`src/scd_pkg.sv`:
```
// Package for the serial clock divisor search: widths, codes, types and defaults.
`default_nettype none

package scd_pkg;

  // Field widths
  localparam int PORT_W  = 3;
  localparam int SPEED_W = 27;
  localparam int BITS_W  = 5;
  localparam int MODE_W  = 2;
  localparam int CLK_W   = 28;
  localparam int OFF_W   = 5;
  localparam int VAL_W   = 16;

  // Search widths: scale lives in control0[15:8], half is at most 127
  localparam int SCALE_W = 8;
  localparam int HALF_W  = 7;

  // Divider widths: dividend is clk + 2*speed - 1, divisor is 2*speed
  localparam int DVD_W = 29;
  localparam int DVS_W = 28;

  // Defaults
  localparam int MAX_SCALE_DEF    = 255;
  localparam int MAX_PRESCALE_DEF = 254;
  localparam logic [CLK_W-1:0] CLK_RESET = CLK_W'(66000000);
  localparam logic [PORT_W-1:0] PORT_MAX = PORT_W'(4);

  // Register offsets and fixed values
  localparam logic [OFF_W-1:0] OFF_CTRL0    = OFF_W'(0);
  localparam logic [OFF_W-1:0] OFF_CTRL1    = OFF_W'(4);
  localparam logic [OFF_W-1:0] OFF_PRESCALE = OFF_W'(16);
  localparam logic [VAL_W-1:0] CTRL1_VALUE  = VAL_W'(2);

  typedef enum logic [2:0] {
    ST_IDLE,
    ST_HD_GO,
    ST_HD_WAIT,
    ST_TRY_GO,
    ST_TRY_WAIT,
    ST_EMIT
  } state_t;

  typedef enum logic [1:0] {
    WR_CTRL0,
    WR_CTRL1,
    WR_PRESC
  } wr_sel_t;

  // Divider request and result
  typedef struct packed {
    logic             start;
    logic [DVD_W-1:0] dvd;
    logic [DVS_W-1:0] dvs;
  } div_req_t;

  typedef struct packed {
    logic             done;
    logic [DVD_W-1:0] quot;
    logic [DVS_W-1:0] rem;
  } div_res_t;

endpackage

`default_nettype wire

```
`src/scd_ifs.sv`:
```
// Valid/ready channel interfaces for the request and register-write items.
`default_nettype none

interface scd_in_if;
  logic                         valid;
  logic                         ready;
  logic [scd_pkg::PORT_W-1:0]   port_number;
  logic [scd_pkg::SPEED_W-1:0]  target_speed_hz;
  logic [scd_pkg::BITS_W-1:0]   word_bits;
  logic [scd_pkg::MODE_W-1:0]   mode_bits;

  modport source (output valid, port_number, target_speed_hz, word_bits, mode_bits,
                  input ready);
  modport sink   (input valid, port_number, target_speed_hz, word_bits, mode_bits,
                  output ready);
endinterface

interface scd_out_if;
  logic                        valid;
  logic                        ready;
  logic [scd_pkg::PORT_W-1:0]  port_select;
  logic [scd_pkg::OFF_W-1:0]   reg_offset;
  logic [scd_pkg::VAL_W-1:0]   reg_value;
  logic                        last_write;

  modport source (output valid, port_select, reg_offset, reg_value, last_write,
                  input ready);
  modport sink   (input valid, port_select, reg_offset, reg_value, last_write,
                  output ready);
endinterface

`default_nettype wire

```
`src/spi_clock_divisor_search.sv`:
```
// Top level: serial clock divisor search and three-write register sequencer.
//
// Each request item yields three register-write items (control0, control1,
// prescale) for the chosen port. The block works on one request at a time:
// in_ch.ready is high only while idle. All divisions go through one shared
// bit-serial divider. A request tries 1 to MAX_SCALE + 1 scale values,
// fewer when an exact divisor is found early; a zero half divisor skips
// the scale search entirely.
// input_clock_hz resets to 66 MHz and is written through cfg_wr_en/cfg_wr_data.
`default_nettype none

module spi_clock_divisor_search #(
  parameter int MAX_SCALE    = scd_pkg::MAX_SCALE_DEF,
  parameter int MAX_PRESCALE = scd_pkg::MAX_PRESCALE_DEF
) (
  input  wire logic                      clk,
  input  wire logic                      rst_n,
  scd_in_if.sink                         in_ch,
  scd_out_if.source                      out_ch,
  input  wire logic                      cfg_wr_en,
  input  wire logic [scd_pkg::CLK_W-1:0] cfg_wr_data
);

  localparam int CLK_W   = scd_pkg::CLK_W;
  localparam int SPEED_W = scd_pkg::SPEED_W;
  localparam int SCALE_W = scd_pkg::SCALE_W;
  localparam int HALF_W  = scd_pkg::HALF_W;
  localparam int DVD_W   = scd_pkg::DVD_W;
  localparam int DVS_W   = scd_pkg::DVS_W;
  localparam int HALF_MAX = MAX_PRESCALE / 2;
  localparam logic [SCALE_W-1:0] SCALE_LAST = SCALE_W'(MAX_SCALE);
  localparam logic [HALF_W-1:0]  HALF_LAST  = HALF_W'(HALF_MAX);

  scd_pkg::state_t  state_r, state_nxt;
  scd_pkg::wr_sel_t wr_sel_r, wr_sel_nxt;

  logic [CLK_W-1:0]   clk_hz_r;
  logic [SPEED_W-1:0] speed_r;
  logic [scd_pkg::PORT_W-1:0] port_r;
  logic [scd_pkg::BITS_W-1:0] size_r;
  logic [scd_pkg::MODE_W-1:0] mode_r;

  logic [CLK_W-1:0]   hd_r;
  logic [CLK_W-1:0]   low_err_r;
  logic [SCALE_W-1:0] best_scale_r;
  logic [HALF_W-1:0]  best_half_r;
  logic [SCALE_W-1:0] scale_r;

  scd_pkg::div_req_t div_req;
  scd_pkg::div_res_t div_res;

  logic               in_fire, out_fire;
  logic               half_ok, better;
  logic [SCALE_W-1:0] try_err;
  logic [CLK_W-1:0]   hd_new;

  assign in_fire  = in_ch.valid && in_ch.ready;
  assign out_fire = out_ch.valid && out_ch.ready;

  scd_div u_div (
    .clk   (clk),
    .rst_n (rst_n),
    .req   (div_req),
    .res   (div_res)
  );

  // Clock frequency register
  always_ff @(posedge clk) begin
    if (!rst_n) begin
      clk_hz_r <= scd_pkg::CLK_RESET;
    end else if (cfg_wr_en) begin
      clk_hz_r <= cfg_wr_data;
    end
  end

  // Trial evaluation: half = ceil(hd / (scale+1)), err = scale - remainder
  assign hd_new  = div_res.quot[CLK_W-1:0];
  assign half_ok = div_res.quot <= DVD_W'(HALF_MAX);
  assign try_err = scale_r - div_res.rem[SCALE_W-1:0];
  assign better  = half_ok && ({{(CLK_W-SCALE_W){1'b0}}, try_err} < low_err_r);

  // Next state
  always_comb begin
    state_nxt  = state_r;
    wr_sel_nxt = wr_sel_r;
    unique case (state_r)
      scd_pkg::ST_IDLE: begin
        if (in_fire) state_nxt = scd_pkg::ST_HD_GO;
      end
      scd_pkg::ST_HD_GO: begin
        state_nxt = scd_pkg::ST_HD_WAIT;
      end
      scd_pkg::ST_HD_WAIT: begin
        if (div_res.done) begin
          state_nxt = (hd_new == '0) ? scd_pkg::ST_EMIT : scd_pkg::ST_TRY_GO;
        end
      end
      scd_pkg::ST_TRY_GO: begin
        state_nxt = scd_pkg::ST_TRY_WAIT;
      end
      scd_pkg::ST_TRY_WAIT: begin
        if (div_res.done) begin
          if ((better && try_err == '0) || scale_r == SCALE_LAST) begin
            state_nxt = scd_pkg::ST_EMIT;
          end else begin
            state_nxt = scd_pkg::ST_TRY_GO;
          end
        end
      end
      scd_pkg::ST_EMIT: begin
        if (out_fire) begin
          unique case (wr_sel_r)
            scd_pkg::WR_CTRL0: wr_sel_nxt = scd_pkg::WR_CTRL1;
            scd_pkg::WR_CTRL1: wr_sel_nxt = scd_pkg::WR_PRESC;
            default: begin
              wr_sel_nxt = scd_pkg::WR_CTRL0;
              state_nxt  = scd_pkg::ST_IDLE;
            end
          endcase
        end
      end
      default: state_nxt = scd_pkg::ST_IDLE;
    endcase
  end

  // Outputs of the sequencer: handshakes and divider requests
  always_comb begin
    in_ch.ready   = 1'b0;
    out_ch.valid  = 1'b0;
    div_req.start = 1'b0;
    div_req.dvd   = DVD_W'(hd_r) + DVD_W'(scale_r);
    div_req.dvs   = DVS_W'(scale_r) + DVS_W'(1);
    unique case (state_r)
      scd_pkg::ST_IDLE: in_ch.ready = 1'b1;
      scd_pkg::ST_HD_GO: begin
        div_req.start = 1'b1;
        div_req.dvd   = DVD_W'(clk_hz_r) + DVD_W'({speed_r, 1'b0}) - DVD_W'(1);
        div_req.dvs   = DVS_W'({speed_r, 1'b0});
      end
      scd_pkg::ST_TRY_GO: div_req.start = 1'b1;
      scd_pkg::ST_EMIT:   out_ch.valid  = 1'b1;
      default: ;
    endcase
  end

  always_ff @(posedge clk) begin
    if (!rst_n) begin
      state_r  <= scd_pkg::ST_IDLE;
      wr_sel_r <= scd_pkg::WR_CTRL0;
    end else begin
      state_r  <= state_nxt;
      wr_sel_r <= wr_sel_nxt;
    end
  end

  // Request capture and search bookkeeping
  always_ff @(posedge clk) begin
    if (in_fire) begin
      speed_r <= (in_ch.target_speed_hz == '0) ? SPEED_W'(1) : in_ch.target_speed_hz;
      port_r  <= (in_ch.port_number > scd_pkg::PORT_MAX) ? scd_pkg::PORT_MAX
                                                          : in_ch.port_number;
      size_r  <= in_ch.word_bits - scd_pkg::BITS_W'(1);
      mode_r  <= in_ch.mode_bits;
    end
    if (state_r == scd_pkg::ST_HD_WAIT && div_res.done) begin
      hd_r         <= hd_new;
      low_err_r    <= hd_new;
      best_scale_r <= SCALE_LAST;
      best_half_r  <= HALF_LAST;
      scale_r      <= '0;
    end
    if (state_r == scd_pkg::ST_TRY_WAIT && div_res.done) begin
      if (better) begin
        low_err_r    <= {{(CLK_W-SCALE_W){1'b0}}, try_err};
        best_scale_r <= scale_r;
        best_half_r  <= div_res.quot[HALF_W-1:0];
      end
      scale_r <= scale_r + SCALE_W'(1);
    end
  end

  // Write items
  always_comb begin
    out_ch.port_select = port_r;
    out_ch.last_write  = 1'b0;
    case (wr_sel_r)
      scd_pkg::WR_CTRL0: begin
        out_ch.reg_offset = scd_pkg::OFF_CTRL0;
        out_ch.reg_value  = {best_scale_r, mode_r[0], mode_r[1], 1'b0, size_r};
      end
      scd_pkg::WR_CTRL1: begin
        out_ch.reg_offset = scd_pkg::OFF_CTRL1;
        out_ch.reg_value  = scd_pkg::CTRL1_VALUE;
      end
      default: begin
        out_ch.reg_offset = scd_pkg::OFF_PRESCALE;
        out_ch.reg_value  = scd_pkg::VAL_W'({best_half_r, 1'b0});
        out_ch.last_write = 1'b1;
      end
    endcase
  end

`ifndef SYNTHESIS
  a_one_at_a_time: assert property (@(posedge clk) disable iff (!rst_n)
    in_fire |=> !in_ch.ready)
    else $error("request accepted while a search is running");

  a_back_to_idle: assert property (@(posedge clk) disable iff (!rst_n)
    out_fire && out_ch.last_write |=> state_r == scd_pkg::ST_IDLE)
    else $error("sequencer did not return to idle after the last write");

  a_half_range: assert property (@(posedge clk) disable iff (!rst_n)
    state_r == scd_pkg::ST_EMIT |-> best_half_r != '0 && best_half_r <= HALF_LAST)
    else $error("chosen prescale half out of range");

  a_div_done_wait: assert property (@(posedge clk) disable iff (!rst_n)
    div_res.done |-> state_r == scd_pkg::ST_HD_WAIT || state_r == scd_pkg::ST_TRY_WAIT)
    else $error("divider finished outside a wait state");
`endif

endmodule

`default_nettype wire

```
`src/scd_div.sv`:
```
// Bit-serial restoring divider: one quotient bit per cycle.
`default_nettype none

module scd_div (
  input  wire logic              clk,
  input  wire logic              rst_n,
  input  wire scd_pkg::div_req_t req,
  output scd_pkg::div_res_t      res
);

  localparam int DVD_W = scd_pkg::DVD_W;
  localparam int DVS_W = scd_pkg::DVS_W;
  localparam int CNT_W = $clog2(DVD_W);

  logic             busy_r, busy_nxt;
  logic             done_r, done_nxt;
  logic [CNT_W-1:0] cnt_r, cnt_nxt;
  logic [DVD_W-1:0] quot_r, quot_nxt;
  logic [DVS_W-1:0] rem_r, rem_nxt;
  logic [DVS_W-1:0] dvs_r, dvs_nxt;

  logic [DVS_W:0]   trial;
  logic [DVS_W+1:0] diff;
  logic             fit;

  // Shift the next dividend bit into the partial remainder and try a subtract
  assign trial = {rem_r, quot_r[DVD_W-1]};
  assign diff  = {1'b0, trial} - {2'b00, dvs_r};
  assign fit   = !diff[DVS_W+1];

  always_comb begin
    busy_nxt = busy_r;
    done_nxt = 1'b0;
    cnt_nxt  = cnt_r;
    quot_nxt = quot_r;
    rem_nxt  = rem_r;
    dvs_nxt  = dvs_r;
    if (req.start) begin
      busy_nxt = 1'b1;
      cnt_nxt  = '0;
      quot_nxt = req.dvd;
      rem_nxt  = '0;
      dvs_nxt  = req.dvs;
    end else if (busy_r) begin
      quot_nxt = {quot_r[DVD_W-2:0], fit};
      rem_nxt  = fit ? diff[DVS_W-1:0] : trial[DVS_W-1:0];
      cnt_nxt  = cnt_r + CNT_W'(1);
      if (cnt_r == CNT_W'(DVD_W - 1)) begin
        busy_nxt = 1'b0;
        done_nxt = 1'b1;
      end
    end
  end

  always_ff @(posedge clk) begin
    if (!rst_n) begin
      busy_r <= 1'b0;
      done_r <= 1'b0;
      cnt_r  <= '0;
    end else begin
      busy_r <= busy_nxt;
      done_r <= done_nxt;
      cnt_r  <= cnt_nxt;
    end
  end

  always_ff @(posedge clk) begin
    quot_r <= quot_nxt;
    rem_r  <= rem_nxt;
    dvs_r  <= dvs_nxt;
  end

  assign res.done = done_r;
  assign res.quot = quot_r;
  assign res.rem  = rem_r;

endmodule

`default_nettype wire
```
`src/flat_wrapper.sv`:
```
// flat-port wrapper written by rule: the top's interface ports become plain ports
module spi_clock_divisor_search_flat 
#(
  parameter int MAX_SCALE    = scd_pkg::MAX_SCALE_DEF,
  parameter int MAX_PRESCALE = scd_pkg::MAX_PRESCALE_DEF
)
  (clk, rst_n, cfg_wr_en, cfg_wr_data, in_ch_valid, in_ch_port_number, in_ch_target_speed_hz, in_ch_word_bits, in_ch_mode_bits, in_ch_ready, out_ch_valid, out_ch_port_select, out_ch_reg_offset, out_ch_reg_value, out_ch_last_write, out_ch_ready);
  scd_in_if in_ch_i ();
  scd_out_if out_ch_i ();
  input  wire logic clk;
  input  wire logic rst_n;
  input  wire logic cfg_wr_en;
  input  wire logic [scd_pkg::CLK_W-1:0] cfg_wr_data;
  input wire logic [$bits(in_ch_i.valid)-1:0] in_ch_valid;
  input wire logic [$bits(in_ch_i.port_number)-1:0] in_ch_port_number;
  input wire logic [$bits(in_ch_i.target_speed_hz)-1:0] in_ch_target_speed_hz;
  input wire logic [$bits(in_ch_i.word_bits)-1:0] in_ch_word_bits;
  input wire logic [$bits(in_ch_i.mode_bits)-1:0] in_ch_mode_bits;
  output wire logic [$bits(in_ch_i.ready)-1:0] in_ch_ready;
  output wire logic [$bits(out_ch_i.valid)-1:0] out_ch_valid;
  output wire logic [$bits(out_ch_i.port_select)-1:0] out_ch_port_select;
  output wire logic [$bits(out_ch_i.reg_offset)-1:0] out_ch_reg_offset;
  output wire logic [$bits(out_ch_i.reg_value)-1:0] out_ch_reg_value;
  output wire logic [$bits(out_ch_i.last_write)-1:0] out_ch_last_write;
  input wire logic [$bits(out_ch_i.ready)-1:0] out_ch_ready;
  assign in_ch_i.valid = in_ch_valid;
  assign in_ch_i.port_number = in_ch_port_number;
  assign in_ch_i.target_speed_hz = in_ch_target_speed_hz;
  assign in_ch_i.word_bits = in_ch_word_bits;
  assign in_ch_i.mode_bits = in_ch_mode_bits;
  assign in_ch_ready = in_ch_i.ready;
  assign out_ch_valid = out_ch_i.valid;
  assign out_ch_port_select = out_ch_i.port_select;
  assign out_ch_reg_offset = out_ch_i.reg_offset;
  assign out_ch_reg_value = out_ch_i.reg_value;
  assign out_ch_last_write = out_ch_i.last_write;
  assign out_ch_i.ready = out_ch_ready;
  spi_clock_divisor_search #(.MAX_SCALE(MAX_SCALE), .MAX_PRESCALE(MAX_PRESCALE)) u_core (.clk(clk), .rst_n(rst_n), .in_ch(in_ch_i), .out_ch(out_ch_i), .cfg_wr_en(cfg_wr_en), .cfg_wr_data(cfg_wr_data));
endmodule
```
`config.mk`:
```
export PLATFORM = sky130hd
export DESIGN_NAME = spi_clock_divisor_search_flat
export DESIGN_NICKNAME = d
export VERILOG_FILES = /design/src/scd_pkg.sv /design/src/scd_ifs.sv /design/src/spi_clock_divisor_search.sv /design/src/scd_div.sv /design/src/flat_wrapper.sv
export SDC_FILE = /design/constraint.sdc
export NUM_CORES = 1
export LEC_CHECK = 0
export BUFFER_PORTS_ARGS = -buffer_cell sky130_fd_sc_hd__buf_2
export CAP_MARGIN = 30
export CORE_MARGIN = 2
export CORE_UTILIZATION = 40
export CTS_BUF_LIST = sky130_fd_sc_hd__clkbuf_16
export CTS_CLUSTER_SIZE = 40
export DETAILED_ROUTE_END_ITERATION = 8
export GPL_TIMING_DRIVEN = 0
export PLACE_DENSITY_LB_ADDON = 0.25
export SLEW_MARGIN = 20
export SYNTH_ARGS = -nofsm -noshare
export SYNTH_HDL_FRONTEND = slang
export SYNTH_SLANG_ARGS = --single-unit
```
`constraint.sdc`:
```
create_clock -name clk -period 9.28 [get_ports clk]
set_clock_uncertainty 0.2 [all_clocks]
set_input_delay 0.464 -clock clk [delete_from_list [all_inputs] [get_ports clk]]
set_output_delay 0.464 -clock clk [all_outputs]
set_load 0.02 [all_outputs]
```
Word level (Yosys, flattened, before mapping). Cells that the tools add are included.

Register bits: 241. Output and inout port bits: 27. Word-level logic and storage cells: 101.

Add/subtract/negate cells: 9. Magnitude comparators: 3. Equality and inequality tests: 13. Muxes and demuxes: 34. Bitwise operators: 2. Reduce and logical (&&, ||, !) cells: 21.

Operator list (number): $mux 28 (4); $mux 29 (2); $mux 57 (1); $mux 8 (5); $pmux 16 s2 (1); $sub 29x28->30 (1); $add 28x28->29 (1); $add 28x8->29 (1); $le 29x7->1 const B (1); $sub 29x1->29 const B (1); $logic_not 28->1 (1); $lt 8x28->1 (1); $logic_not 27->1 (1); $mux 3 (7); $mux 7 (3); $pmux 3 s6 (1); $pmux 5 s2 (1); $add 8x1->9 const B (1); $add 8x1->8 const B (1); $eq 8x8->1 const B (1); $logic_not 8->1 (1); $mux 1 (8); $sub 8x8->8 (1); $eq 3x2->1 const B (2); other kinds (21) (34).

Longest topological paths before layout.
Depth after elaboration: 8. Mapped depth: 20. Mapped depth without buffers: 18.

By module. A second synthesis with hierarchy kept.

Cells, all modules: 1599. Area, all modules: 14641.5 µm².

By module, submodules not included: spi_clock_divisor_search (times used 1, cells each 1104, area an instance 9417.8 µm², seq. area each 3713.6 µm²); scd_div (times used 1, cells each 495, area an instance 5223.8 µm², seq. area each 2412.3 µm²).

Worst setup path after synthesis. OpenSTA, ideal clock, no wires.

Kind: reg2reg. Start: register u_core.scale_r[0]. End: register u_core.best_scale_r[0]. Setup time: 0.125 ns. Arrival time: 3.221 ns. Setup slack: 5.734 ns. Stages on the path, launching flop included: 21. Buffers on the path: 2. Clock period less this slack: 3.546 ns. Path through: edfxtp_1 inv_1 ha_1 inv_1 fa_1 nand2_1 nand2_1 a21oi_1 o21bai_1 a21oi_1 xnor2_1 ha_1 nor3_1 nor3_1 o41ai_1 nand3_1 or2_2 clkbuf_1 clkbuf_1 o21ai_0 o21ai_1.

Cells in the longest elaborated chain, start to end: 5.

Ends and longest elaborated chain: start, declared (RTL line spi_clock_divisor_search.sv:47) `logic [SCALE_W-1:0] scale_r;`; start signal, assigned (RTL line spi_clock_divisor_search.sv:178) `scale_r <= scale_r + SCALE_W'(1);`; $sub 8x8->8 (RTL line spi_clock_divisor_search.sv:79) `assign try_err = scale_r - div_res.rem[SCALE_W-1:0];`; $lt 8x28->1 (RTL line spi_clock_divisor_search.sv:80) `assign better = half_ok && ({{(CLK_W-SCALE_W){1'b0}}, try_err} < low_err_r);`; $logic_and 1x1->1 (RTL line spi_clock_divisor_search.sv:80); $mux 8 (*) (RTL line spi_clock_divisor_search.sv:173) `if (better) begin`; $mux 8 (*) (RTL line spi_clock_divisor_search.sv:172) `if (state_r == scd_pkg::ST_TRY_WAIT && div_res.done) begin`; end signal, assigned (RTL line spi_clock_divisor_search.sv:175) `best_scale_r <= scale_r;`; end, declared (RTL line spi_clock_divisor_search.sv:45) `logic [SCALE_W-1:0] best_scale_r;`.

Every way passes the cells marked *; elsewhere a longest branch is shown, timed or not. A chain may end at the register's enable or synchronous reset.

Final worst setup path.
Start: register u_core.scale_r[0]. End: register u_core.low_err_r[26].

Cells in the longest elaborated chain, start to end: 5.

Ends and longest elaborated chain: $sub 8x8->8 (RTL line spi_clock_divisor_search.sv:79); $lt 8x28->1 (RTL line spi_clock_divisor_search.sv:80); $logic_and 1x1->1 (RTL line spi_clock_divisor_search.sv:80); $mux 28 (RTL line spi_clock_divisor_search.sv:173); $mux 28 (RTL line spi_clock_divisor_search.sv:172); end signal, assigned (RTL line spi_clock_divisor_search.sv:167) `low_err_r <= hd_new;`; end signal, assigned (RTL line spi_clock_divisor_search.sv:174) `low_err_r <= {{(CLK_W-SCALE_W){1'b0}}, try_err};`; end, declared (RTL line spi_clock_divisor_search.sv:44) `logic [CLK_W-1:0] low_err_r;`.

Every way passes these cells.

==> qor.csv <==
stage,metric,value,unit
sta,period_needed,4384,ps
critical_path,critPathMaxStageDelay,530,ps
critical_path,path_delay_family,compound AO/OA/AOI/OAI gates,
power_and_ir_drop,power.share.sequential,34.6,%
sta,maxSlewHeadroom,34.81,%
sta,drv_slew,0,
detailed_routing,wl,39590,µm
clocking,cts_tree,done,
grt,track_usage,21.04,%
clocking,cts_hold_buf,53,
final_layout,antennaDiodeCount,0,
clocking,cts_made_buffers,28,
yosys,ys_seq_area_share,42.78,%
yosys,synth_top_area_share,27.26,%
yosys,synth_cell_types,76,
final_layout,syn2layout_area_growth,17.94,%
die,start_util,40.45,%
yosys,synth_area,0.01432,mm²
power_and_ir_drop,power_density,249.4,mW/mm²
critical_path,crit_top_cell,a21oi_1,
detailed_routing,vias,11940,
job,cap_violations,0,
clocking,path_clk_slew,60,ps
yosys,synthArstFlopShare,0,%
power_and_ir_drop,power.internal,2.640,mW
power_and_ir_drop,ir_drop,0.0002101,V
die,row_count,69,
power_and_ir_drop,pwr-share-clk,25.8,%
sta,period_share,47.25,%
detailed_routing,postRouteAntennaNets,0,
clocking,clock_sinks,241,
yosys,syn_inst,1610,
critical_path,r2r_slack,4900,ps
grt,grt_start_max_net_pins,31,
power_and_ir_drop,sw_frac_of_total,37.31,%
clocking,post_cts_buffers,0,
detailed_routing,route.detailed.drc,0,
die,die_w,193.2,µm
yosys,ys.flop_type,edfxtp_1,
grt,grt_pass1_vias,12110,
critical_path,required,9510,ps
sta,grt_setup_unrepaired,false,
yosys,synth_edf_count,130,
status,outcome,"complete, no violations",
clocking,cts_root_buf,clkbuf_16,
grt,overflow,0,
min_path,hp-class,in -> reg,
die,core,0.03540,mm²
grt,grt_pass1_wl,63650,µm
power_and_ir_drop,p_leak,7.257,nW
placement,place_congestion,0.9047,
sta,setup_tns,0,ps
clocking,htreeDepth,1,
sta,setup_viol,0,
yosys,synth_top_cell_by_area,edfxtp_1,
final_layout,final-seq-area,0.006126,mm²
final_layout,mostFrequentLayoutCell,nand2_1,
detailed_routing,drt-wirelength-per-cell,17.41,µm
grt,antenna_found_initial,0,
critical_path,worstPathCellList,inv_1 > ha_1 > inv_1 > fa_1 > nand2_1 > nand2_1 > a21oi_1 > xnor2_1 > ha_1 > o21ai_0 > a21oi_1 > o41ai_1 > nand3_1 > nor2_1 > clkbuf_1 > a21oi_1,
detailed_routing,viasPerCell,5.250,
placement,dp.final_hpwl,29750,µm
die,ioPinCount,97,
sta,setup_slack,4896,ps
power_and_ir_drop,p_switching,1.572,mW
detailed_routing,dr.pass1.iters,5,
yosys,yosys-top-cells-area,"edfxtp_1 (27%), dfxtp_1 (16%), ha_1 (9.4%), nand2_1 (4.9%), inv_1 (4.5%)",
die,die-height,193.2,µm
final_layout,multi_input_comb_area,0.007161,mm²
die,dieArea,0.03733,mm²
critical_path,startpoint_type,flip-flop,
placement,port-buffer-count,92,
yosys,ys_warn_count,0,
sta,finalHoldViolations,0,
sta,tightestPinTransition,968.9,ps
final_layout,drive_above_1_share,9.542,%
critical_path,cp_slowest_cell,nor2_1,
clocking,clk-insertion-delay-late,560,ps
detailed_routing,initialDrtViolationCount,884,
sta,holdWs,17.94,ps
clocking,cts_resized,0,
critical_path,cp-end-kind,flip-flop,
critical_path,critical_path_class,reg -> reg,
critical_path,critPathMaxFanout,10,
final_layout,fillers,3385,
yosys,syn_area_per_cell,8.894,µm²
sta,max_freq,228.1,MHz
power_and_ir_drop,p_comb_share,39.7,%
final_layout,final_cell_mix,"nand2_1 (188), inv_1 (181), nor2_1 (130), edfxtp_1 (130), dfxtp_1 (111)",
final_layout,nNetsFinal,1973,
clocking,clock_path_buffers,3,
critical_path,path_buf_inv,3,
placement,post-place-ws,4901,ps
yosys,synth_seq_cells,241,
critical_path,arrival,4610,ps
[cells by family after synthesis]
logic type / count (synthesis) / synth area share, %
multiplexers: 47 / 3.312
AND/OR/NAND/NOR: 508 / 16.42
adder cells (fa/ha/maj): 112 / 9.997
flip-flops: 241 / 42.78
AO/OA/AOI/OAI: 351 / 15.24
other: 1 / 0.02619
buffers and inverters: 269 / 7.270
XOR/XNOR: 81 / 4.955
[path summary, 6_finish.rpt]
kind                            depth (start not counted)                  from                            to
worst max-delay path                                   16     u_core.scale_r[0]          u_core.low_err_r[26]
worst min-delay path                                    2  in_ch_port_number[1]  u_core.out_ch.port_select[1]
worst min register to register                          2   u_core.low_err_r[8]           u_core.low_err_r[8]
worst max register to register                         16     u_core.scale_r[0]          u_core.low_err_r[26]
[metal layers]
layer / GRT usage, % / vias to the layer above / share of wire (%)
li1: - / 5943 / -
met4: 7.379 / 0 / 3.6
met2: 35.95 / 232 / 48
met5: 0 / - / 0
met3: 2.493 / 80 / 3.3
met1: 27.52 / 5683 / 45
[stage by stage]
step	power (mW)	instances	util, %	area [µm²]
2_1_floorplan	2.664	1612	-	14330
3_3_place_gp	3.082	2165	43.40	15360
3_5_place_dp	3.108	2169	43.65	15450
4_1_cts	4.220	2274	47.71	16890
5_1_grt	4.483	2274	47.71	16890
6_report	4.212	2274	47.71	16890
[final cells by class]
| cell class | instances | share of cell area [%] |
|---|---|---|
| clock inverters | 22 | 0.9261 |
| clock buffers | 30 | 4.445 |
| repair buffers | 149 | 6.357 |
| inverters | 173 | 3.845 |
| flip-flops and latches | 241 | 36.27 |
| well taps | 461 | 3.416 |
| plain buffers | 96 | 2.334 |
| multi-input cells | 1102 | 42.40 |
[cell usage after synthesis, types with 5 or more instances]
| master | count |
|---|---|
| o211ai_1 | 19 |
| clkbuf_1 | 80 |
| edfxtp_1 | 130 |
| a31oi_1 | 12 |
| xor2_1 | 39 |
| a21o_1 | 19 |
| inv_1 | 172 |
| and2_1 | 19 |
| nand4_1 | 18 |
| mux2i_1 | 44 |
| xnor2_1 | 42 |
| a22o_1 | 5 |
| nand2b_1 | 15 |
| or2_2 | 8 |
| buf_1 | 9 |
| o31ai_1 | 7 |
| o21ai_1 | 11 |
| nand3_1 | 36 |
| nand2_1 | 188 |
| nor2_1 | 130 |
| o21a_1 | 9 |
| nor3_1 | 26 |
| a211oi_1 | 13 |
| a21oi_1 | 110 |
| o21ai_0 | 93 |
| ha_1 | 108 |
| nor3b_1 | 6 |
| and3_1 | 12 |
| dfxtp_1 | 111 |
| nor4_1 | 17 |
| o21bai_1 | 5 |
| nor2b_1 | 15 |
[power groups by stage]
stage	registers, mW	logic, mW	clock network (mW)
final	1.46	1.67	1.09
after global routing	1.47	1.87	1.14
after CTS	1.45	1.66	1.10
after detailed placement	1.47	1.63	0
after global placement	1.48	1.61	0
after floorplan	1.41	1.25	0
[state kept, by name, summed over array words and instances (netlist names)]
| name | count |
|---|---|
| u_core.best_half_r | 7 |
| u_core.clk_hz_r | 28 |
| u_core.state_r | 3 |
| u_core.u_div.dvs_r | 28 |
| u_core.hd_r | 28 |
| u_core.speed_r | 27 |
| u_core.u_div.quot_r | 29 |
| u_core.u_div.rem_r | 28 |
| u_core.u_div.done_r | 1 |
| u_core.out_ch.port_select | 3 |
| u_core.u_div.cnt_r | 5 |
| u_core.size_r | 5 |
| u_core.best_scale_r | 8 |
| u_core.wr_sel_r | 2 |
| u_core.scale_r | 8 |
| u_core.mode_r | 2 |
| u_core.low_err_r | 28 |
| u_core.u_div.busy_r | 1 |
(Power assumes the default switching activity.)
